### config.mk
export PLATFORM = sky130hd
export DESIGN_NAME = rhct_ctrl
export DESIGN_NICKNAME = d
export VERILOG_FILES = /design/src/rtl/rhct_pkg.sv /design/src/rtl/rhct_ctrl.sv
export SDC_FILE = /design/constraint.sdc
export NUM_CORES = 1
export LEC_CHECK = 0
export ABC_AREA = 1
export BUFFER_PORTS_ARGS = -buffer_cell sky130_fd_sc_hd__buf_4
export CELL_PAD_IN_SITES_DETAIL_PLACEMENT = 1
export CELL_PAD_IN_SITES_GLOBAL_PLACEMENT = 1
export CORE_MARGIN = 2
export CORE_UTILIZATION = 35
export DETAILED_ROUTE_END_ITERATION = 12
export MAX_ROUTING_LAYER = met4
export PLACE_DENSITY_LB_ADDON = 0.1
export SLEW_MARGIN = 40
export SYNTH_ARGS = -nofsm -noshare
export SYNTH_HDL_FRONTEND = slang
export SYNTH_SLANG_ARGS = --single-unit
export TNS_END_PERCENT = 5
### constraint.sdc
create_clock -name clk -period 2.2 [get_ports clk]
set_input_delay 0.22 -clock clk [delete_from_list [all_inputs] [get_ports clk]]
set_output_delay 0.22 -clock clk [all_outputs]
set_load 0.02 [all_outputs]
### src/rtl/rhct_pkg.sv
`timescale 1ns / 1ps

package rhct_pkg;

	// field widths of the stream beats
	localparam int ID_FIELD_W = 16;
	localparam int WEIGHT_FIELD_W = 32;
	localparam int COUNT_W = 8;
	localparam int RANK_W = 6;
	localparam int LIMIT_W = 7;

	// packed beat widths (tdata in whole bytes)
	localparam int S_TDATA_W = 48;
	localparam int M_TDATA_W = 32;
	localparam int M_TUSER_W = 2;

	// report limits
	localparam int MAX_REPORT = 64;
	localparam int LIMIT_RESET = 30;
	localparam logic [COUNT_W-1:0] COUNT_MAX = '1;

	// parameter defaults
	localparam int DEPTH_DEF = 64;
	localparam int ID_BITS_DEF = 16;
	localparam int WEIGHT_BITS_DEF = 32;

	// command broadcast to every cell
	typedef enum logic [2:0] {
		OP_NONE,
		OP_MATCH,
		OP_BUMP,
		OP_INSERT,
		OP_MOVE,
		OP_ROTATE
	} cell_op_t;

	// status a cell shows its neighbors and the controller
	typedef struct packed {
		logic valid;
		logic hit;
		logic beats;
		logic moving;
		logic swap;
	} cell_flag_t;

endpackage

### src/rtl/rhct_ctrl.sv
`timescale 1ns / 1ps

module rhct_ctrl import rhct_pkg::*; #(
	parameter int DEPTH = DEPTH_DEF,
	parameter int ID_BITS = ID_BITS_DEF,
	parameter int WEIGHT_BITS = WEIGHT_BITS_DEF,
	parameter int OCC_W = $clog2(DEPTH + 1)
) (
	input  logic                      clk,
	input  logic                      arst_n,
	input  logic                      in_valid,
	output logic                      in_ready,
	input  logic                      in_action,
	input  logic [ID_BITS-1:0]        in_id,
	input  logic [WEIGHT_BITS-1:0]    in_wt,
	input  logic                      cfg_we,
	input  logic [LIMIT_W-1:0]        cfg_data,
	input  logic                      hit_any,
	input  logic                      moving_any,
	input  logic [ID_BITS-1:0]        head_id,
	input  logic [COUNT_W-1:0]        head_cnt,
	output cell_op_t                  op,
	output logic [ID_BITS-1:0]        key_id,
	output logic [WEIGHT_BITS-1:0]    key_wt,
	output logic [OCC_W-1:0]          occ,
	output logic                      out_valid,
	input  logic                      out_ready,
	output logic [ID_FIELD_W-1:0]     out_id,
	output logic [RANK_W-1:0]         out_rank,
	output logic [COUNT_W-1:0]        out_cnt,
	output logic                      out_last,
	output logic                      out_empty,
	output logic                      out_ovf
);

	localparam int CMP_W = (OCC_W > LIMIT_W) ? OCC_W : LIMIT_W;

	localparam logic [2:0] ST_IDLE   = 3'd0;
	localparam logic [2:0] ST_MATCH  = 3'd1;
	localparam logic [2:0] ST_DECIDE = 3'd2;
	localparam logic [2:0] ST_MOVE   = 3'd3;
	localparam logic [2:0] ST_REPORT = 3'd4;
	localparam logic [2:0] ST_EMPTY  = 3'd5;

	logic [2:0]             st_q;
	logic [OCC_W-1:0]       occ_q;
	logic                   drop_q;
	logic [LIMIT_W-1:0]     lim_q;
	logic [LIMIT_W-1:0]     k_q;
	logic [LIMIT_W-1:0]     n_q;
	logic [OCC_W-1:0]       rot_q;
	logic [ID_BITS-1:0]     key_id_q;
	logic [WEIGHT_BITS-1:0] key_wt_q;
	logic                   ovld_q;
	logic [ID_FIELD_W-1:0]  o_id_q;
	logic [RANK_W-1:0]      o_rank_q;
	logic [COUNT_W-1:0]     o_cnt_q;
	logic                   o_last_q;
	logic                   o_empty_q;
	logic                   o_ovf_q;

	logic               full;
	logic               slot_free;
	logic               emit;
	logic               adv;
	logic               load_empty;
	logic [LIMIT_W-1:0] lim_eff;
	logic [CMP_W-1:0]   occ_x;
	logic [CMP_W-1:0]   lim_x;
	logic [LIMIT_W-1:0] n_new;

	// limit clamp and entries per report
	always_comb begin
		if (lim_q == '0) lim_eff = LIMIT_W'(1);
		else if (lim_q > LIMIT_W'(MAX_REPORT)) lim_eff = LIMIT_W'(MAX_REPORT);
		else lim_eff = lim_q;
		occ_x = CMP_W'(occ_q);
		lim_x = CMP_W'(lim_eff);
		n_new = LIMIT_W'((occ_x < lim_x) ? occ_x : lim_x);
	end

	// report stepping: a rotation per cycle, stalled only while a beat is owed
	always_comb begin
		full = (occ_q == OCC_W'(DEPTH));
		slot_free = !ovld_q || out_ready;
		emit = (st_q == ST_REPORT) && (k_q < n_q) && slot_free;
		adv = (st_q == ST_REPORT) && (emit || (k_q >= n_q));
		load_empty = (st_q == ST_EMPTY) && slot_free;
	end

	// command to the cells
	always_comb begin
		op = OP_NONE;
		unique case (st_q)
			ST_MATCH: op = OP_MATCH;
			ST_DECIDE: begin
				if (hit_any) op = OP_BUMP;
				else if (!full) op = OP_INSERT;
			end
			ST_MOVE: op = OP_MOVE;
			ST_REPORT: begin
				if (adv) op = OP_ROTATE;
			end
			default: op = OP_NONE;
		endcase
	end

	assign in_ready = (st_q == ST_IDLE);
	assign key_id = key_id_q;
	assign key_wt = key_wt_q;
	assign occ = occ_q;

	// sequencer
	always_ff @(posedge clk or negedge arst_n) begin
		if (!arst_n) begin
			st_q <= ST_IDLE;
			occ_q <= '0;
			drop_q <= 1'b0;
			lim_q <= LIMIT_W'(LIMIT_RESET);
			k_q <= '0;
			n_q <= '0;
			rot_q <= '0;
		end else begin
			if (cfg_we) lim_q <= cfg_data;
			unique case (st_q)
				ST_IDLE: begin
					if (in_valid) begin
						k_q <= '0;
						rot_q <= '0;
						n_q <= n_new;
						if (!in_action) st_q <= ST_MATCH;
						else if (occ_q == '0) st_q <= ST_EMPTY;
						else st_q <= ST_REPORT;
					end
				end
				ST_MATCH: st_q <= ST_DECIDE;
				ST_DECIDE: begin
					if (hit_any) begin
						st_q <= ST_MOVE;
					end else if (full) begin
						drop_q <= 1'b1;
						st_q <= ST_IDLE;
					end else begin
						occ_q <= occ_q + OCC_W'(1);
						st_q <= ST_IDLE;
					end
				end
				ST_MOVE: begin
					if (!moving_any) st_q <= ST_IDLE;
				end
				ST_REPORT: begin
					if (adv) begin
						rot_q <= rot_q + OCC_W'(1);
						if (emit) k_q <= k_q + LIMIT_W'(1);
						if (rot_q == occ_q - OCC_W'(1)) st_q <= ST_IDLE;
					end
				end
				ST_EMPTY: begin
					if (slot_free) st_q <= ST_IDLE;
				end
				default: st_q <= ST_IDLE;
			endcase
		end
	end

	// input key capture
	always_ff @(posedge clk) begin
		if (in_ready && in_valid) begin
			key_id_q <= in_id;
			key_wt_q <= in_wt;
		end
	end

	// output beat register
	always_ff @(posedge clk or negedge arst_n) begin
		if (!arst_n) ovld_q <= 1'b0;
		else if (emit || load_empty) ovld_q <= 1'b1;
		else if (out_ready) ovld_q <= 1'b0;
	end

	always_ff @(posedge clk) begin
		if (emit) begin
			o_id_q <= ID_FIELD_W'(head_id);
			o_rank_q <= k_q[RANK_W-1:0];
			o_cnt_q <= head_cnt;
			o_last_q <= (k_q + LIMIT_W'(1)) == n_q;
			o_empty_q <= 1'b0;
			o_ovf_q <= drop_q;
		end else if (load_empty) begin
			o_id_q <= '0;
			o_rank_q <= '0;
			o_cnt_q <= '0;
			o_last_q <= 1'b0;
			o_empty_q <= 1'b1;
			o_ovf_q <= 1'b0;
		end
	end

	assign out_valid = ovld_q;
	assign out_id = o_id_q;
	assign out_rank = o_rank_q;
	assign out_cnt = o_cnt_q;
	assign out_last = o_last_q;
	assign out_empty = o_empty_q;
	assign out_ovf = o_ovf_q;

endmodule

==> flow_metrics.env <==
export IMPL_period_share_pct=101
export IMPL_cts_tree="done"
export IMPL_start_kind="flop"
export IMPL_grt_pass1_vias=4797
export IMPL_num_rows=45
export IMPL_gp_congestion=0.779
export IMPL_layout_drive_gt1_share_pct=39.2
export IMPL_antenna_found_initial=1
export IMPL_routed_top_layer="met4"
export IMPL_synth_top_area_share_pct=44.1
export IMPL_fin_hold_ws_ns=0.0126
export IMPL_final_common_cell="buf_4"
export IMPL_via_per_inst=4.57
export IMPL_finClkSkew_ns=0.00693
export IMPL_drt_met1_wl_mm=6.35
export IMPL_pin_count=180
export IMPL_htreeDepth=4
export IMPL_max_slew_margin_rel_pct=61.7
export IMPL_grt_pass1_wl_mm=24.3
export IMPL_cap_violations=0
export IMPL_slew_violations=0
export IMPL_clk_latency_ns=0.42
export IMPL_dieArea_um2=16600
export IMPL_setup_ws_ns=-0.0244
export IMPL_portBuffers=179
export IMPL_numCtsBuffers=17
export IMPL_avgRoutedWirePerCell_um=15.9
export IMPL_hp_class="in2reg"
export IMPL_yosys_warnings=0
export IMPL_postRouteWirelength_mm=15.4
export IMPL_end_kind="primary output"
export IMPL_crit_type="reg2out"
export IMPL_grt_max_degree=49
export IMPL_post_place_ws_ns=0.0660
export IMPL_setup_viol=2
export IMPL_finalNonFillerCells=968
export IMPL_layout_common_cells="buf_4 (210), edfxtp_1 (80), nand2_1 (79)"
export IMPL_synth_avg_cell_area_um2=11.1
export IMPL_die_h_um=129
export IMPL_dr_wl_met3_um=654
export IMPL_grt_usage_pct=19.7
export IMPL_drc_errors=0
export IMPL_yosysTopAreaCell="edfxtp_1"
export IMPL_worst_slew_pin_slew_ns=0.575
export IMPL_first_iter_violations=230
export IMPL_powerDensity_nw_per_um2=1230
export IMPL_hold_start="cfg_data[0]"
export IMPL_status="finished, violations left"
export IMPL_cts_path_max_buffers=2
export IMPL_p_leak_uw=0.00393
export IMPL_syn_num_nets=597
export IMPL_ys_seq_area_share_pct=63.0
export IMPL_overflow=0
export IMPL_yosys_cell_types_count=38
export IMPL_max_vdd_ir_drop_uv=564
export IMPL_path_clk_slew_ns=0.06
export IMPL_crit_path_max_fanout=2
export IMPL_wl_met2_mm=8.12
export IMPL_violations="setup timing"
export IMPL_cp_arrival_ns=2.00
export IMPL_synthToLayoutAreaGrowth_pct=55.7
export IMPL_r2r_start="k_q[1]"
export IMPL_fmax_mhz=450
export IMPL_place_inst=863
export IMPL_initial_core_util_pct=35.8
export IMPL_clkSinkCount=121
export IMPL_critPathRequiredTime_ns=1.98
export IMPL_yosys_register_bits=121
export IMPL_die_w_um=129
export IMPL_ys_top_cells_by_area="edfxtp_1 (44%), dfrtp_1 (17%), nand2_1 (5.9%)"
export IMPL_antenna_left=0
export IMPL_core_um2=15200
export IMPL_worstSetupStartpoint="k_q[3]"
export IMPL_cts_root_buf="clkbuf_16"
export IMPL_dr_pass1_iters=4
export IMPL_finalHoldViolCount=0
export IMPL_synth_cells=492
export IMPL_grt_setup_unrepaired="true"
export IMPL_vias=4419
export IMPL_post_dp_hpwl_mm=10.5
export IMPL_period_minus_slack_ns=2.22
export IMPL_nets=871
export IMPL_fillers=1655
export IMPL_syn_area_um2=5450
[routing by layer]
metal | vias to the layer above | track usage, %
li1 | 2168 | -
met1 | 2111 | 22.1
met2 | 114 | 34.8
met3 | 26 | 3.99
met4 | 0 | 6.97
met5 | - | -
[sequential cells by signal, indices dropped and copies added, names as in the netlist, 3 cells and up]
name	cells
lim_q	7
out_id	16
out_rank	6
key_wt	32
key_id	16
n_q	7
rot_q	7
out_cnt	8
st_q	3
occ	7
k_q	7
[what timing repair did]
item / in CTS / in global routing
resized for setup: 24 / 10
buffers inserted: 18 / 5
pin swaps: 16 / 9
hold buffers: 49 / 0
setup endpoints to repair: 3 / 15
hold endpoints to repair: 84 / 0
[cell families after synthesis]
family	count (synthesis)	share of synthesized area, %
AO/OA/AOI/OAI	36	3.86
buffers and inverters	81	5.93
flip-flops	121	63.0
XOR/XNOR	25	4.02
multiplexers	5	1.03
adder cells (fa/ha/maj)	18	4.14
AND/OR/NAND/NOR	206	18.1
[where the power goes]
part	internal [µW]	leakage, µW	switching (µW)
Sequential	3180	0.00126	297
Combinational	1730	0.00240	2530
Clock	1670	0.000275	1060
Total	6580	0.00393	3890
[final cells by class]
class	instances	area (µm²)	area share (%)
sequential	121	3430	40.5
timing repair buffer	263	2130	25.1
multi-input combinational	290	1830	21.5
clock buffer	18	429	5.06
inverter	73	277	3.26
tap	188	235	2.77
clock inverter	14	149	1.76
antenna	1	2.50	0.0295
[worst paths after layout]
path                                 end  slack (ns)  cells past startpoint
max in group asynchronous         occ[0]        1.45                      2
worst min register to register    drop_q        0.47                      2
worst max register to register  rot_q[6]        0.15                     12
worst max-delay path               op[0]       -0.02                     11
min in group asynchronous       rot_q[5]        0.33                      2
worst min-delay path            lim_q[0]        0.01                      3
[metrics by stage]
| stage | power [µW] | TNS (ns) | util, % | instance area, µm² |
|---|---|---|---|---|
| floorplan | 5770 | -0.113 | - | 5450 |
| global placement | 7200 | 0 | 46.7 | 7090 |
| detailed placement | 7340 | 0 | 46.7 | 7090 |
| CTS | 10500 | -0.0339 | 55.2 | 8400 |
| global route | 11100 | -0.182 | 55.8 | 8480 |
| finish | 10500 | -0.0250 | 55.8 | 8480 |
[cells in the mapped netlist]
master,instances
nor2_8,3
clkbuf_1,3
o21ai_1,1
inv_1,69
nand3_1,35
a21oi_1,9
dfrtp_1,36
xnor2_1,2
o22ai_1,5
nand4_2,1
xor2_1,23
nor3_1,4
nor3_2,2
nor2_4,2
nand4_4,1
inv_2,4
nand3b_1,1
o21a_1,1
o21ai_2,1
buf_2,3
nor2_2,3
nand4_1,3
edfxtp_1,80
dfstp_2,4
nor2_1,59
nand2_4,5
a211oi_2,1
or2_0,1
a21boi_0,1
mux2_2,5
o21ai_0,14
o31ai_1,1
nand2_1,86
o21bai_1,1
dfxtp_1,1
ha_1,18
o211ai_1,1
buf_6,2
[worst max-delay path, cell delays in order (launching register included)]
cell	delay, ns
dfrtp_1	0.40
ha_1	0.31
nand2_2	0.11
nor2_4	0.04
buf_4	0.13
nand2_2	0.08
nand4_2	0.13
nand2_4	0.09
inv_2	0.04
nand2_2	0.06
nand3_2	0.06
buf_6	0.13
No activity file was read; power rests on OpenSTA's default activity.
