[src/rtl/rhct_pkg.sv]
`timescale 1ns / 1ps

package rhct_pkg;

	// field widths of the stream beats
	localparam int ID_FIELD_W = 16;
	localparam int WEIGHT_FIELD_W = 32;
	localparam int COUNT_W = 8;
	localparam int RANK_W = 6;
	localparam int LIMIT_W = 7;

	// packed beat widths (tdata in whole bytes)
	localparam int S_TDATA_W = 48;
	localparam int M_TDATA_W = 32;
	localparam int M_TUSER_W = 2;

	// report limits
	localparam int MAX_REPORT = 64;
	localparam int LIMIT_RESET = 30;
	localparam logic [COUNT_W-1:0] COUNT_MAX = '1;

	// parameter defaults
	localparam int DEPTH_DEF = 64;
	localparam int ID_BITS_DEF = 16;
	localparam int WEIGHT_BITS_DEF = 32;

	// command broadcast to every cell
	typedef enum logic [2:0] {
		OP_NONE,
		OP_MATCH,
		OP_BUMP,
		OP_INSERT,
		OP_MOVE,
		OP_ROTATE
	} cell_op_t;

	// status a cell shows its neighbors and the controller
	typedef struct packed {
		logic valid;
		logic hit;
		logic beats;
		logic moving;
		logic swap;
	} cell_flag_t;

endpackage

[src/rtl/rhct_cell.sv]
`timescale 1ns / 1ps

module rhct_cell import rhct_pkg::*; #(
	parameter int ID_BITS = ID_BITS_DEF,
	parameter int WEIGHT_BITS = WEIGHT_BITS_DEF
) (
	input  logic                   clk,
	input  logic                   arst_n,
	input  cell_op_t               op,
	input  logic                   head,
	input  logic                   tail,
	input  logic [ID_BITS-1:0]     key_id,
	input  logic [WEIGHT_BITS-1:0] key_wt,
	input  cell_flag_t             prev_flag,
	input  logic [ID_BITS-1:0]     prev_id,
	input  logic [COUNT_W-1:0]     prev_cnt,
	input  logic [WEIGHT_BITS-1:0] prev_wt,
	input  cell_flag_t             next_flag,
	input  logic [ID_BITS-1:0]     next_id,
	input  logic [COUNT_W-1:0]     next_cnt,
	input  logic [WEIGHT_BITS-1:0] next_wt,
	input  logic [ID_BITS-1:0]     first_id,
	input  logic [COUNT_W-1:0]     first_cnt,
	input  logic [WEIGHT_BITS-1:0] first_wt,
	output cell_flag_t             flag,
	output logic [ID_BITS-1:0]     cur_id,
	output logic [COUNT_W-1:0]     cur_cnt,
	output logic [WEIGHT_BITS-1:0] cur_wt
);

	logic                   vld_q;
	logic                   mv_q;
	logic                   hit_q;
	logic [ID_BITS-1:0]     id_q;
	logic [COUNT_W-1:0]     cnt_q;
	logic [WEIGHT_BITS-1:0] wt_q;

	logic beats_new;
	logic prev_wins;
	logic swap;
	logic ins_here;

	// local compares: against the new entry (count 1) and against the left neighbor
	always_comb begin
		beats_new = vld_q && ((cnt_q > COUNT_W'(1)) ||
			((cnt_q == COUNT_W'(1)) && (wt_q > key_wt)));
		prev_wins = (prev_cnt > cnt_q) || ((prev_cnt == cnt_q) && (prev_wt > wt_q));
		swap = mv_q && !head && !prev_wins;
		ins_here = head || prev_flag.beats;
	end

	assign flag = '{valid: vld_q, hit: hit_q, beats: beats_new, moving: mv_q, swap: swap};
	assign cur_id = id_q;
	assign cur_cnt = cnt_q;
	assign cur_wt = wt_q;

	// control bits
	always_ff @(posedge clk or negedge arst_n) begin
		if (!arst_n) begin
			vld_q <= 1'b0;
			mv_q <= 1'b0;
			hit_q <= 1'b0;
		end else begin
			unique case (op)
				OP_MATCH: hit_q <= vld_q && (id_q == key_id);
				OP_BUMP: begin
					hit_q <= 1'b0;
					if (hit_q) mv_q <= 1'b1;
				end
				OP_INSERT: begin
					hit_q <= 1'b0;
					if (!beats_new) vld_q <= ins_here ? 1'b1 : prev_flag.valid;
				end
				// the moving mark follows the entry one place left per cycle
				OP_MOVE: mv_q <= next_flag.swap;
				default: ;
			endcase
		end
	end

	// entry payload
	always_ff @(posedge clk) begin
		unique case (op)
			OP_BUMP: begin
				if (hit_q && (cnt_q != COUNT_MAX)) cnt_q <= cnt_q + COUNT_W'(1);
			end
			OP_INSERT: begin
				if (!beats_new) begin
					if (ins_here) begin
						id_q <= key_id;
						cnt_q <= COUNT_W'(1);
						wt_q <= key_wt;
					end else begin
						id_q <= prev_id;
						cnt_q <= prev_cnt;
						wt_q <= prev_wt;
					end
				end
			end
			OP_MOVE: begin
				if (next_flag.swap) begin
					id_q <= next_id;
					cnt_q <= next_cnt;
					wt_q <= next_wt;
				end else if (swap) begin
					id_q <= prev_id;
					cnt_q <= prev_cnt;
					wt_q <= prev_wt;
				end
			end
			// report: valid entries rotate toward the head, the head wraps to the tail
			OP_ROTATE: begin
				if (vld_q) begin
					if (tail) begin
						id_q <= first_id;
						cnt_q <= first_cnt;
						wt_q <= first_wt;
					end else begin
						id_q <= next_id;
						cnt_q <= next_cnt;
						wt_q <= next_wt;
					end
				end
			end
			default: ;
		endcase
	end

endmodule

[config.mk]
export PLATFORM = sky130hd
export DESIGN_NAME = rhct_cell
export DESIGN_NICKNAME = d
export VERILOG_FILES = /design/src/rtl/rhct_pkg.sv /design/src/rtl/rhct_cell.sv
export SDC_FILE = /design/constraint.sdc
export NUM_CORES = 1
export LEC_CHECK = 0
export BUFFER_PORTS_ARGS = -buffer_cell sky130_fd_sc_hd__buf_2
export CORE_AREA = 3 3 112 114
export CTS_CLUSTER_DIAMETER = 100
export DETAILED_ROUTE_END_ITERATION = 12
export DIE_AREA = 0 0 115 117
export GPL_TIMING_DRIVEN = 0
export HOLD_SLACK_MARGIN = 0.12
export PLACE_DENSITY = 0.81
export REMOVE_ABC_BUFFERS = 1
export SLEW_MARGIN = 10
export SYNTH_ARGS = -nofsm -noshare
export SYNTH_HDL_FRONTEND = slang
export SYNTH_SLANG_ARGS = --single-unit
[constraint.sdc]
create_clock -name clk -period 11.8 [get_ports clk]
set_input_delay 1.77 -clock clk [delete_from_list [all_inputs] [get_ports clk]]
set_output_delay 1.77 -clock clk [all_outputs]
set_load 0.02 [all_outputs]
==> impl_metrics.xml, run 1 <==
<?xml version="1.0" encoding="UTF-8"?>
<metrics>
  <group name="finish">
    <metric name="layout.cell_area.non_filler" unit="µm²">7300</metric>
    <metric name="n_fill_cell" unit="">992</metric>
    <metric name="nets" unit="">1184</metric>
    <metric name="final_cell_count_no_fill" unit="">1025</metric>
    <metric name="share_of_layout_cells_above_drive_strength_1" unit="%">37.1</metric>
    <metric name="area_delta_synth_final" unit="%">36.9</metric>
  </group>
  <group name="placement">
    <metric name="place.detailed.hpwl" unit="µm">14600</metric>
    <metric name="dpl_cell_area" unit="µm²">6990</metric>
    <metric name="io_buffers" unit="">286</metric>
    <metric name="dp_cells" unit="">1008</metric>
    <metric name="preCtsSetupSlack" unit="ns">6.23</metric>
    <metric name="finalWeightedCongestion" unit="">0.833</metric>
  </group>
  <group name="sta">
    <metric name="report.final.slew_viol_count" unit="">0</metric>
    <metric name="count_of_final_setup_violators" unit="">0</metric>
    <metric name="final_min_period_over_clock_period" unit="%">47.2</metric>
    <metric name="grt_setup_unrepaired" unit="">no</metric>
    <metric name="fin_skew" unit="ns">0.00678</metric>
    <metric name="finalHoldViolCount" unit="">0</metric>
    <metric name="post-route-min-period" unit="ns">5.57</metric>
    <metric name="fin_ws" unit="ns">6.23</metric>
    <metric name="tightestPinTransition" unit="ns">0.851</metric>
    <metric name="max_clock_freq" unit="MHz">179</metric>
    <metric name="timing.max_slew.rel_slack" unit="%">43.1</metric>
    <metric name="timing.setup.tns" unit="ns">0</metric>
  </group>
  <group name="power_and_ir_drop">
    <metric name="p_clk_share" unit="%">36.7</metric>
    <metric name="combinational_power_share" unit="%">28.7</metric>
    <metric name="total_switching_power" unit="W">0.000238</metric>
    <metric name="switching_share" unit="%">30.9</metric>
    <metric name="share_seq_of_total_power" unit="%">34.6</metric>
    <metric name="leakagePower" unit="nW">3.79</metric>
    <metric name="power.density_cell_area" unit="nW/µm²">106</metric>
    <metric name="power.ir.vdd_worst" unit="mV">0.0659</metric>
    <metric name="internal_portion_of_total_power" unit="W">0.000533</metric>
  </group>
  <group name="worst_setup_path">
    <metric name="setup.worst_path.start_class" unit="">input port</metric>
    <metric name="cp_data_required_time" unit="ns">10.03</metric>
    <metric name="type_of_element_capturing_the_critical_path" unit="">output pin</metric>
    <metric name="timing.setup.critical_path_class" unit="">in2out</metric>
    <metric name="crit_arrival" unit="ns">3.80</metric>
    <metric name="critical_path.max_fanout" unit="">4</metric>
  </group>
  <group name="global_routing">
    <metric name="most_crowded_layer_gr" unit="">met2</metric>
    <metric name="use_met1" unit="%">30.4</metric>
    <metric name="grt_start_max_net_pins" unit="">32</metric>
    <metric name="grt.total_usage" unit="%">25.0</metric>
    <metric name="number_of_global_route_vias_before_repair" unit="">5662</metric>
    <metric name="grt_util_met2" unit="%">44.7</metric>
    <metric name="wire_length_of_the_first_global_routing_pass" unit="µm">26800</metric>
    <metric name="antenna_found_initial" unit="">1</metric>
    <metric name="grt.met3_usage" unit="%">3.75</metric>
    <metric name="globalRouteOverflowTotal" unit="">0</metric>
  </group>
  <group name="die">
    <metric name="floorplan_die_area" unit="µm²">13500</metric>
    <metric name="dieHeight" unit="µm">117</metric>
    <metric name="chipWidth" unit="µm">115</metric>
    <metric name="placeableCoreArea" unit="µm²">11500</metric>
    <metric name="rows" unit="">39</metric>
    <metric name="num_io_pins" unit="">294</metric>
    <metric name="effective_utilization_at_floorplan" unit="%">46.3</metric>
  </group>
  <group name="logic_synthesis">
    <metric name="synth_edf_count" unit="">56</metric>
    <metric name="synth-main-ff-cell" unit="">sky130_fd_sc_hd__edfxtp_1</metric>
    <metric name="yosys_register_bits" unit="">59</metric>
    <metric name="synth_top_cell_area_share" unit="%">31.5</metric>
    <metric name="netlist_top_cells_count" unit="">sky130_fd_sc_hd__nand2_1, sky130_fd_sc_hd__inv_1, sky130_fd_sc_hd__ha_1, sky130_fd_sc_hd__edfxtp_1, sky130_fd_sc_hd__a222oi_1</metric>
    <metric name="synth-warning-count" unit="">0</metric>
    <metric name="asyncSetResetFlopFracSynth" unit="%">5.08</metric>
    <metric name="top_cell_type_by_total_area_after_synthesis" unit="">sky130_fd_sc_hd__edfxtp_1</metric>
    <metric name="post_synth_inst_count" unit="">598</metric>
    <metric name="synth_area" unit="µm²">5330</metric>
    <metric name="ys_top_cells_by_area" unit="">sky130_fd_sc_hd__edfxtp_1, sky130_fd_sc_hd__ha_1, sky130_fd_sc_hd__a222oi_1</metric>
    <metric name="per_instance_average_area_after_synthesis" unit="µm²">8.92</metric>
    <metric name="yosysUniqueCellTypes" unit="">51</metric>
    <metric name="post-synth-top-count-cell" unit="">sky130_fd_sc_hd__nand2_1</metric>
    <metric name="synth_sequential_area_ratio" unit="%">32.9</metric>
  </group>
  <group name="clock_tree">
    <metric name="tritoncts" unit="">built</metric>
    <metric name="cts_post_setup_buffers_inserted" unit="">0</metric>
    <metric name="total_cts_buffers" unit="">9</metric>
    <metric name="cts_max_level" unit="">3</metric>
    <metric name="ctsHoldBuffers" unit="">0</metric>
    <metric name="clk_latency" unit="ns">0.33</metric>
    <metric name="worst_setup_hold_path_clk_slew" unit="ns">0.06</metric>
    <metric name="root_buffer" unit="">sky130_fd_sc_hd__clkbuf_16</metric>
    <metric name="post_cts.resized_instances" unit="">0</metric>
    <metric name="cts.path.max_buffers" unit="">2</metric>
    <metric name="tritoncts_num_sinks" unit="">59</metric>
  </group>
  <group name="worst_hold_path">
    <metric name="hold_path.class" unit="">reg2reg</metric>
  </group>
  <group name="job">
    <metric name="max_cap_violations" unit="">0</metric>
  </group>
  <group name="route">
    <metric name="totalWireLength" unit="µm">17600</metric>
    <metric name="route.detailed.drc" unit="">0</metric>
    <metric name="drt_iter0_markers" unit="">448</metric>
    <metric name="avgViaCountPerCell" unit="">5.64</metric>
    <metric name="final_antenna_violating_net_count" unit="">0</metric>
    <metric name="first_pass_iters" unit="">7</metric>
    <metric name="via_count" unit="">5785</metric>
    <metric name="wl_per_cell" unit="µm">17.1</metric>
  </group>
  <group name="status">
    <metric name="status" unit="">finished clean</metric>
  </group>
</metrics>
cell usage in the layout (no fill, tap or decap), types with 8 or more instances in the layout:
master                      instances
sky130_fd_sc_hd__buf_2            286
sky130_fd_sc_hd__nand2_1          110
sky130_fd_sc_hd__inv_1             80
sky130_fd_sc_hd__ha_1              75
sky130_fd_sc_hd__edfxtp_1          56
sky130_fd_sc_hd__a222oi_1          49
sky130_fd_sc_hd__a21oi_1           44
sky130_fd_sc_hd__nand4_1           18
sky130_fd_sc_hd__nand3_1           16
sky130_fd_sc_hd__xor2_1            14
sky130_fd_sc_hd__nor2_1            13
sky130_fd_sc_hd__o21ai_0           11
sky130_fd_sc_hd__a221o_1           10
sky130_fd_sc_hd__clkbuf_16          9
sky130_fd_sc_hd__xnor2_1            8
worst paths after layout:
path	slack (ns)	to	depth (start not counted)	start
worst max register to register	8.11	cur_wt[7]	10	cur_cnt[5]
worst min-delay path	0.61	hit_q	3	cur_id[14]
worst min register to register	0.61	hit_q	3	cur_id[14]
max in group asynchronous	10.47	vld_q	1	arst_n
min in group asynchronous	1.22	hit_q	1	arst_n
worst max-delay path	6.23	flag[0]	8	prev_cnt[7]
through the flow:
stage          utilization, %  hold slack, ns  total power (W)
2_1_floorplan               -           0.644         0.000392
3_3_place_gp             59.2           0.570         0.000479
3_5_place_dp             60.7           0.587         0.000491
4_1_cts                  63.4           0.612         0.000774
5_1_grt                  63.4           0.649         0.000808
6_report                 63.4           0.615         0.000771
layout make-up:
type	instances	area [µm²]	area share (%)
clock buffers	10	229	3.14
inverters	80	300	4.11
flip-flops and latches	59	1760	24.1
well taps	143	179	2.45
diodes	1	2.50	0.0343
multi-input cells	431	3180	43.6
repair buffers	295	1570	21.6
clock inverters	6	80.1	1.10
registers in the layout, summed over array words and instances, names as in the netlist:
signal   flops
cur_wt      32
cur_id      16
cur_cnt      8
hit_q        1
mv_q         1
vld_q        1
layer usage:
layer	wire (µm)	up-vias
li1	-	2823
met1	7040	2683
met2	8890	246
met3	1220	33
met4	401	0
met5	0	-
cells by family after synthesis:
| group | share of synthesized area, % |
|---|---|
| multiplexers | 0.188 |
| buffers and inverters | 8.05 |
| AND/OR/NAND/NOR | 16.8 |
| flip-flops | 32.9 |
| XOR/XNOR | 3.61 |
| AO/OA/AOI/OAI | 20.8 |
| adder cells (fa/ha/maj) | 17.6 |
power by group through the flow:
stage               Sequential [W]  Clock (W)  Combinational [W]
detailed placement        0.000271          0           0.000221
global route              0.000269   0.000293           0.000247
floorplan                 0.000287          0           0.000104
global placement          0.000271          0           0.000208
finish                    0.000267   0.000283           0.000221
CTS                       0.000267   0.000285           0.000222
critical path, stage by stage:
cell and delay [ns]:
sky130_fd_sc_hd__buf_2 0.11, sky130_fd_sc_hd__ha_1 0.31, sky130_fd_sc_hd__nand4_1 0.13, sky130_fd_sc_hd__nor3_2 0.36, sky130_fd_sc_hd__nor2_1 0.07, sky130_fd_sc_hd__a2111oi_1 0.65, sky130_fd_sc_hd__o21a_1 0.21, sky130_fd_sc_hd__buf_2 0.19
Power figures use the tool's default switching activity.
==> run 2: changes to the inputs <==
--- a/config.mk
+++ b/config.mk
@@ -6,13 +6,13 @@
 export NUM_CORES = 1
 export LEC_CHECK = 0
 export BUFFER_PORTS_ARGS = -buffer_cell sky130_fd_sc_hd__buf_2
-export CORE_AREA = 3 3 112 114
+export CORE_MARGIN = 3
+export CORE_UTILIZATION = 46
 export CTS_CLUSTER_DIAMETER = 100
 export DETAILED_ROUTE_END_ITERATION = 12
-export DIE_AREA = 0 0 115 117
 export GPL_TIMING_DRIVEN = 0
 export HOLD_SLACK_MARGIN = 0.12
-export PLACE_DENSITY = 0.81
+export PLACE_DENSITY = 0.82
 export REMOVE_ABC_BUFFERS = 1
 export SLEW_MARGIN = 10
 export SYNTH_ARGS = -nofsm -noshare
==> constraint.sdc (replaced) <==
create_clock -name clk -period 5.3 [get_ports clk]
set_input_delay 0.795 -clock clk [delete_from_list [all_inputs] [get_ports clk]]
set_output_delay 0.795 -clock clk [all_outputs]
set_load 0.02 [all_outputs]
==> run 2 against run 1 <==
Worst hold slack lost 0.34 ns. Cell area shrank 0.14%. Critical path type is now in2reg. Cell count shrank 0.39%. Die area shrank 4.0%. First-iteration DRC count grew 8.7%. Via count grew 0.35%. Flip-flop and latch count is the same. Combinational power grew 120%. Sequential share of layout area is essentially flat. Critical path depth grew 2.
==> impl_metrics.xml, run 2 (same netlist as run 1, synthesis figures left out) <==
<?xml version="1.0" encoding="UTF-8"?>
<metrics>
  <group name="finish">
    <metric name="layout_common_cells" unit="">sky130_fd_sc_hd__buf_2, sky130_fd_sc_hd__nand2_1, sky130_fd_sc_hd__inv_1</metric>
    <metric name="nets" unit="">1184</metric>
    <metric name="largest_register_ffs" unit="">32</metric>
    <metric name="diodes" unit="">0</metric>
    <metric name="n_fill_cell" unit="">943</metric>
    <metric name="area_delta_synth_final" unit="%">36.7</metric>
    <metric name="final_core_utilization" unit="%">65.8</metric>
    <metric name="final_common_cell" unit="">sky130_fd_sc_hd__buf_2</metric>
    <metric name="layout.cell_area.non_filler" unit="µm²">7290</metric>
    <metric name="share_of_layout_cells_above_drive_strength_1" unit="%">36.9</metric>
    <metric name="final_cell_count_no_fill" unit="">1021</metric>
  </group>
  <group name="worst_setup_path">
    <metric name="critical_path.max_fanout" unit="">19</metric>
    <metric name="crit_arrival" unit="ns">3.70</metric>
    <metric name="setup.worst_path.start_class" unit="">input port</metric>
    <metric name="type_of_element_capturing_the_critical_path" unit="">flip-flop</metric>
    <metric name="timing.setup.critical_path_class" unit="">in2reg</metric>
    <metric name="reg2reg_depth" unit="">10</metric>
    <metric name="cp_data_required_time" unit="ns">5.31</metric>
  </group>
  <group name="die">
    <metric name="effective_utilization_at_floorplan" unit="%">48.1</metric>
    <metric name="floorplan_die_area" unit="µm²">12900</metric>
    <metric name="placeableCoreArea" unit="µm²">11100</metric>
    <metric name="dieHeight" unit="µm">114</metric>
    <metric name="rows" unit="">38</metric>
    <metric name="chipWidth" unit="µm">114</metric>
    <metric name="num_io_pins" unit="">294</metric>
  </group>
  <group name="clock_tree">
    <metric name="root_buffer" unit="">sky130_fd_sc_hd__clkbuf_16</metric>
    <metric name="cts_post_setup_buffers_inserted" unit="">0</metric>
    <metric name="tritoncts_num_sinks" unit="">59</metric>
    <metric name="tritoncts" unit="">built</metric>
    <metric name="worst_setup_hold_path_clk_slew" unit="ns">0.05</metric>
    <metric name="cts.path.max_buffers" unit="">2</metric>
    <metric name="clk_latency" unit="ns">0.32</metric>
    <metric name="post_cts.resized_instances" unit="">0</metric>
    <metric name="cts_max_level" unit="">3</metric>
    <metric name="ctsHoldBuffers" unit="">0</metric>
    <metric name="total_cts_buffers" unit="">9</metric>
  </group>
  <group name="route">
    <metric name="drt_iter0_markers" unit="">487</metric>
    <metric name="final_antenna_violating_net_count" unit="">0</metric>
    <metric name="via_count" unit="">5805</metric>
    <metric name="wl_per_cell" unit="µm">17.2</metric>
    <metric name="avgViaCountPerCell" unit="">5.69</metric>
    <metric name="first_pass_iters" unit="">7</metric>
    <metric name="route.detailed.drc" unit="">0</metric>
    <metric name="totalWireLength" unit="µm">17600</metric>
  </group>
  <group name="global_routing">
    <metric name="most_crowded_layer_gr" unit="">met2</metric>
    <metric name="number_of_global_route_vias_before_repair" unit="">5783</metric>
    <metric name="grt.met3_usage" unit="%">4.51</metric>
    <metric name="grt_util_met2" unit="%">48.8</metric>
    <metric name="wire_length_of_the_first_global_routing_pass" unit="µm">27200</metric>
    <metric name="use_met1" unit="%">30.7</metric>
    <metric name="grt.total_usage" unit="%">26.0</metric>
    <metric name="antenna_found_initial" unit="">0</metric>
    <metric name="globalRouteOverflowTotal" unit="">0</metric>
    <metric name="grt_start_max_net_pins" unit="">32</metric>
  </group>
  <group name="sta">
    <metric name="finalHoldViolCount" unit="">0</metric>
    <metric name="fin_ws" unit="ns">1.61</metric>
    <metric name="grt_setup_unrepaired" unit="">no</metric>
    <metric name="post-route-min-period" unit="ns">3.69</metric>
    <metric name="timing.max_slew.rel_slack" unit="%">43.0</metric>
    <metric name="max_clock_freq" unit="MHz">271</metric>
    <metric name="tightestPinTransition" unit="ns">0.852</metric>
    <metric name="count_of_final_setup_violators" unit="">0</metric>
    <metric name="timing.setup.tns" unit="ns">0</metric>
    <metric name="report.final.slew_viol_count" unit="">0</metric>
    <metric name="final_min_period_over_clock_period" unit="%">69.6</metric>
    <metric name="fin_skew" unit="ns">0.0113</metric>
  </group>
  <group name="placement">
    <metric name="dp_cells" unit="">1005</metric>
    <metric name="place.detailed.hpwl" unit="µm">14500</metric>
    <metric name="dpl_cell_area" unit="µm²">6980</metric>
    <metric name="finalWeightedCongestion" unit="">0.862</metric>
    <metric name="preCtsSetupSlack" unit="ns">1.23</metric>
    <metric name="io_buffers" unit="">286</metric>
  </group>
  <group name="worst_hold_path">
    <metric name="hold_path.class" unit="">in2async</metric>
  </group>
  <group name="status">
    <metric name="status" unit="">finished clean</metric>
  </group>
  <group name="power_and_ir_drop">
    <metric name="power.density_cell_area" unit="nW/µm²">233</metric>
    <metric name="leakagePower" unit="nW">3.78</metric>
    <metric name="power.ir.vdd_worst" unit="mV">0.175</metric>
  </group>
  <group name="job">
    <metric name="max_cap_violations" unit="">0</metric>
  </group>
</metrics>
==> run 2: area by class of cell <==
cell class / instances / area (µm²) / share of cell area (%)
Tap cell: 140 / 175 / 2.40
Multi-Input combinational cell: 431 / 3180 / 43.6
Clock inverter: 6 / 80.1 / 1.10
Sequential cell: 59 / 1760 / 24.1
Clock buffer: 10 / 229 / 3.14
Timing Repair Buffer: 295 / 1570 / 21.5
Inverter: 80 / 300 / 4.12
==> run 2: final timing paths <==
| check | from | slack (ns) | to |
|---|---|---|---|
| worst max register to register | cur_cnt[5] | 1.67 | cur_id[1] |
| worst max-delay path | prev_cnt[7] | 1.61 | cur_id[1] |
| worst min-delay path | arst_n | 0.27 | hit_q |
| worst min register to register | vld_q | 0.59 | vld_q |
| min in group clk | vld_q | 0.59 | vld_q |
| max in group asynchronous | arst_n | 4.92 | vld_q |
==> run 2: worst max-delay path, cell delays in order <==
cell and delay [ns]:
sky130_fd_sc_hd__buf_2 0.11, sky130_fd_sc_hd__ha_1 0.31, sky130_fd_sc_hd__nand4_1 0.12, sky130_fd_sc_hd__nor3_2 0.34, sky130_fd_sc_hd__nor2_1 0.08, sky130_fd_sc_hd__a2111oi_1 0.61, sky130_fd_sc_hd__a2bb2oi_1 0.19, sky130_fd_sc_hd__nand2_1 0.13
sky130_fd_sc_hd__nor3_4 0.72, sky130_fd_sc_hd__buf_8 0.28
==> run 2: per-stage QoR <==
step / power [W] / hold WS [ns]
final: 0.00170 / 0.270
after global routing: 0.00180 / 0.257
after CTS: 0.00171 / 0.259
after detailed placement: 0.00109 / 0.577
after global placement: 0.00107 / 0.557
after floorplan: 0.000873 / 0.499
==> run 2: where the power goes <==
| group | total (W) | switching, W | internal [W] | leakage (nW) |
|---|---|---|---|---|
| clock network | 0.000617 | 0.000209 | 0.000408 | 0.148 |
| logic | 0.000492 | 0.000278 | 0.000214 | 3.06 |
| registers | 0.000594 | 0.0000304 | 0.000563 | 0.568 |
| total | 0.00170 | 0.000518 | 0.00118 | 3.78 |
==> run 2: metal layers <==
layer,up-vias,wire (µm)
met4,0,276
li1,2820,-
met5,-,0
met3,25,1280
met1,2690,6850
met2,270,9170
==> run 3: changes to the inputs <==
--- a/config.mk
+++ b/config.mk
@@ -6,13 +6,14 @@
 export NUM_CORES = 1
 export LEC_CHECK = 0
 export BUFFER_PORTS_ARGS = -buffer_cell sky130_fd_sc_hd__buf_2
+export CORE_ASPECT_RATIO = 1.25
 export CORE_MARGIN = 3
-export CORE_UTILIZATION = 46
+export CORE_UTILIZATION = 41
 export CTS_CLUSTER_DIAMETER = 100
 export DETAILED_ROUTE_END_ITERATION = 12
 export GPL_TIMING_DRIVEN = 0
 export HOLD_SLACK_MARGIN = 0.12
-export PLACE_DENSITY = 0.82
+export PLACE_DENSITY = 0.78
 export REMOVE_ABC_BUFFERS = 1
 export SLEW_MARGIN = 10
 export SYNTH_ARGS = -nofsm -noshare
==> constraint.sdc (replaced) <==
create_clock -name clk -period 3.3 [get_ports clk]
set_input_delay 0.495 -clock clk [delete_from_list [all_inputs] [get_ports clk]]
set_output_delay 0.495 -clock clk [all_outputs]
set_load 0.02 [all_outputs]
==> run 3 against run 2 <==
Power rose by 57%. Clock skew is 0.0047 ns lower. Sequential share of layout area is 0.21 points lower. Highest routed layer unchanged. Register-to-register slack worse by 1.4 ns. Die area is 12% higher. Largest power group is now registers.
==> impl_metrics.xml, run 3 (same netlist as run 1, synthesis figures left out) <==
<?xml version="1.0" encoding="UTF-8"?>
<metrics>
  <group name="sta">
    <metric name="tightestPinTransition" unit="ns">1.24</metric>
    <metric name="timing.max_slew.rel_slack" unit="%">17.2</metric>
    <metric name="grt_setup_unrepaired" unit="">no</metric>
    <metric name="report.final.slew_viol_count" unit="">0</metric>
    <metric name="final_min_period_over_clock_period" unit="%">92.1</metric>
    <metric name="post-route-min-period" unit="ns">3.04</metric>
    <metric name="count_of_final_setup_violators" unit="">0</metric>
    <metric name="fin_skew" unit="ns">0.00662</metric>
    <metric name="max_clock_freq" unit="MHz">329</metric>
    <metric name="fin_ws" unit="ns">0.260</metric>
    <metric name="finalHoldViolCount" unit="">0</metric>
  </group>
  <group name="route">
    <metric name="via_count" unit="">5808</metric>
    <metric name="totalWireLength" unit="µm">17500</metric>
    <metric name="highest_layer" unit="">met4</metric>
    <metric name="met2WireLength" unit="µm">9340</metric>
    <metric name="final_antenna_violating_net_count" unit="">0</metric>
    <metric name="drt_iter0_markers" unit="">493</metric>
    <metric name="first_pass_iters" unit="">6</metric>
    <metric name="route.detailed.drc" unit="">0</metric>
    <metric name="routedLengthMet1" unit="µm">6560</metric>
    <metric name="wl_per_cell" unit="µm">16.7</metric>
    <metric name="detailed_routed_wire_length_on_met3" unit="µm">1230</metric>
    <metric name="avgViaCountPerCell" unit="">5.54</metric>
  </group>
  <group name="die">
    <metric name="effective_utilization_at_floorplan" unit="%">42.9</metric>
    <metric name="rows" unit="">45</metric>
    <metric name="num_io_pins" unit="">294</metric>
    <metric name="placeableCoreArea" unit="µm²">12400</metric>
    <metric name="chipWidth" unit="µm">108</metric>
    <metric name="floorplan_die_area" unit="µm²">14400</metric>
    <metric name="dieHeight" unit="µm">134</metric>
  </group>
  <group name="placement">
    <metric name="io_buffers" unit="">286</metric>
    <metric name="dpl_cell_area" unit="µm²">7010</metric>
    <metric name="finalWeightedCongestion" unit="">0.819</metric>
    <metric name="place.detailed.hpwl" unit="µm">14600</metric>
    <metric name="preCtsSetupSlack" unit="ns">-0.461</metric>
  </group>
  <group name="worst_hold_path">
    <metric name="hold_path.class" unit="">in2reg</metric>
  </group>
  <group name="worst_setup_path">
    <metric name="critical_path.max_fanout" unit="">3</metric>
    <metric name="cp_data_required_time" unit="ns">2.80</metric>
    <metric name="type_of_element_capturing_the_critical_path" unit="">output pin</metric>
    <metric name="setup.worst_path.start_class" unit="">flip-flop</metric>
    <metric name="setup.reg_to_reg.worst_slack" unit="ns">0.27</metric>
    <metric name="crit_arrival" unit="ns">2.54</metric>
    <metric name="timing.setup.critical_path_class" unit="">reg2out</metric>
  </group>
  <group name="clock_tree">
    <metric name="cts.path.max_buffers" unit="">2</metric>
    <metric name="total_cts_buffers" unit="">9</metric>
    <metric name="worst_setup_hold_path_clk_slew" unit="ns">0.06</metric>
    <metric name="root_buffer" unit="">sky130_fd_sc_hd__clkbuf_16</metric>
    <metric name="cts_max_level" unit="">3</metric>
    <metric name="tritoncts" unit="">built</metric>
    <metric name="clk_latency" unit="ns">0.33</metric>
    <metric name="tritoncts_num_sinks" unit="">59</metric>
  </group>
  <group name="global_routing">
    <metric name="grt_start_max_net_pins" unit="">31</metric>
    <metric name="antenna_found_initial" unit="">0</metric>
    <metric name="wire_length_of_the_first_global_routing_pass" unit="µm">27500</metric>
    <metric name="grt.total_usage" unit="%">23.7</metric>
    <metric name="number_of_global_route_vias_before_repair" unit="">5874</metric>
    <metric name="globalRouteOverflowTotal" unit="">0</metric>
  </group>
  <group name="finish">
    <metric name="multi_input_area" unit="µm²">3200</metric>
    <metric name="largest_register_ffs" unit="">32</metric>
    <metric name="final_common_cell" unit="">sky130_fd_sc_hd__buf_2</metric>
    <metric name="nets" unit="">1189</metric>
    <metric name="layout.cell_area.non_filler" unit="µm²">7360</metric>
    <metric name="layout_common_cells" unit="">sky130_fd_sc_hd__buf_2, sky130_fd_sc_hd__nand2_1, sky130_fd_sc_hd__inv_1</metric>
    <metric name="diodes" unit="">0</metric>
    <metric name="n_fill_cell" unit="">1169</metric>
    <metric name="share_of_layout_cells_above_drive_strength_1" unit="%">37.3</metric>
    <metric name="area.sequential" unit="µm²">1760</metric>
    <metric name="area_delta_synth_final" unit="%">37.9</metric>
  </group>
  <group name="power_and_ir_drop">
    <metric name="power.ir.vdd_worst" unit="mV">0.280</metric>
    <metric name="leakagePower" unit="nW">3.80</metric>
    <metric name="power.density_cell_area" unit="nW/µm²">363</metric>
  </group>
  <group name="job">
    <metric name="max_cap_violations" unit="">0</metric>
  </group>
  <group name="status">
    <metric name="status" unit="">finished clean</metric>
  </group>
</metrics>
-- run 3: cell count changes in the layout (fill, tap and decap cells not counted), moves of 2 or more --
cell / delta
sky130_fd_sc_hd__nor3_2: -2
sky130_fd_sc_hd__clkinv_1: -2
sky130_fd_sc_hd__buf_4: +5
sky130_fd_sc_hd__nor3_4: +2
-- run 3: per-layer routing --
metal	global-route usage, %	vias to the layer above
met3	4.07	27
met1	26.7	2685
met2	44.5	265
met4	7.51	0
li1	-	2831
met5	0	-
-- run 3: area by class of cell --
class                   count  share of cell area [%]
multi-input cells         431                    43.4
flip-flops and latches     59                    23.9
well taps                 164                    2.79
clock inverters             5                   0.748
inverters                  80                    4.08
clock buffers              10                    3.11
repair buffers            300                    21.9
-- run 3: repair_timing --
| action | in CTS | in global routing |
|---|---|---|
| pin swaps | 1 | 0 |
| hold endpoints to repair | 3 | 0 |
| buffers inserted | 4 | 0 |
| endpoints found under the setup margin | 56 | 56 |
| hold buffers | 1 | 0 |
| resized for setup | 1 | 2 |
-- run 3: where the power goes --
part / total, W / internal [W] / switching (W)
Combinational: 0.000797 / 0.000351 / 0.000446
Clock: 0.000922 / 0.000577 / 0.000344
Sequential: 0.000953 / 0.000905 / 0.0000480
-- run 3: metrics by stage --
stage | instances | utilization, % | power (W) | hold WS (ns) | setup TNS [ns]
6_report | 1049 | 59.1 | 0.00267 | 0.425 | 0
5_1_grt | 1049 | 59.1 | 0.00282 | 0.440 | 0
4_1_cts | 1049 | 59.0 | 0.00268 | 0.421 | 0
3_5_place_dp | 1029 | 56.4 | 0.00175 | 0.295 | -20.63
3_3_place_gp | 1020 | 55.0 | 0.00172 | 0.294 | -276.47
2_1_floorplan | 570 | - | 0.00140 | 0.199 | -91.86
-- run 3: worst paths after layout --
check | from | end | cells after the start
max | cur_wt[31] | flag[2] | 7
min | prev_id[13] | cur_id[13] | 3
max reg2reg | cur_cnt[5] | cur_cnt[6] | 9
min reg2reg | hit_q | hit_q | 2
max in group asynchronous | arst_n | vld_q | 2
min in group asynchronous | arst_n | hit_q | 2
-- run 3: worst max-delay path: stages, from the launching register on --
cell	delay [ns]
sky130_fd_sc_hd__edfxtp_1	0.43
sky130_fd_sc_hd__ha_1	0.31
sky130_fd_sc_hd__and4_1	0.30
sky130_fd_sc_hd__nand4_1	0.18
sky130_fd_sc_hd__nor3_1	0.32
sky130_fd_sc_hd__o31a_1	0.25
sky130_fd_sc_hd__o21a_1	0.23
sky130_fd_sc_hd__buf_2	0.20
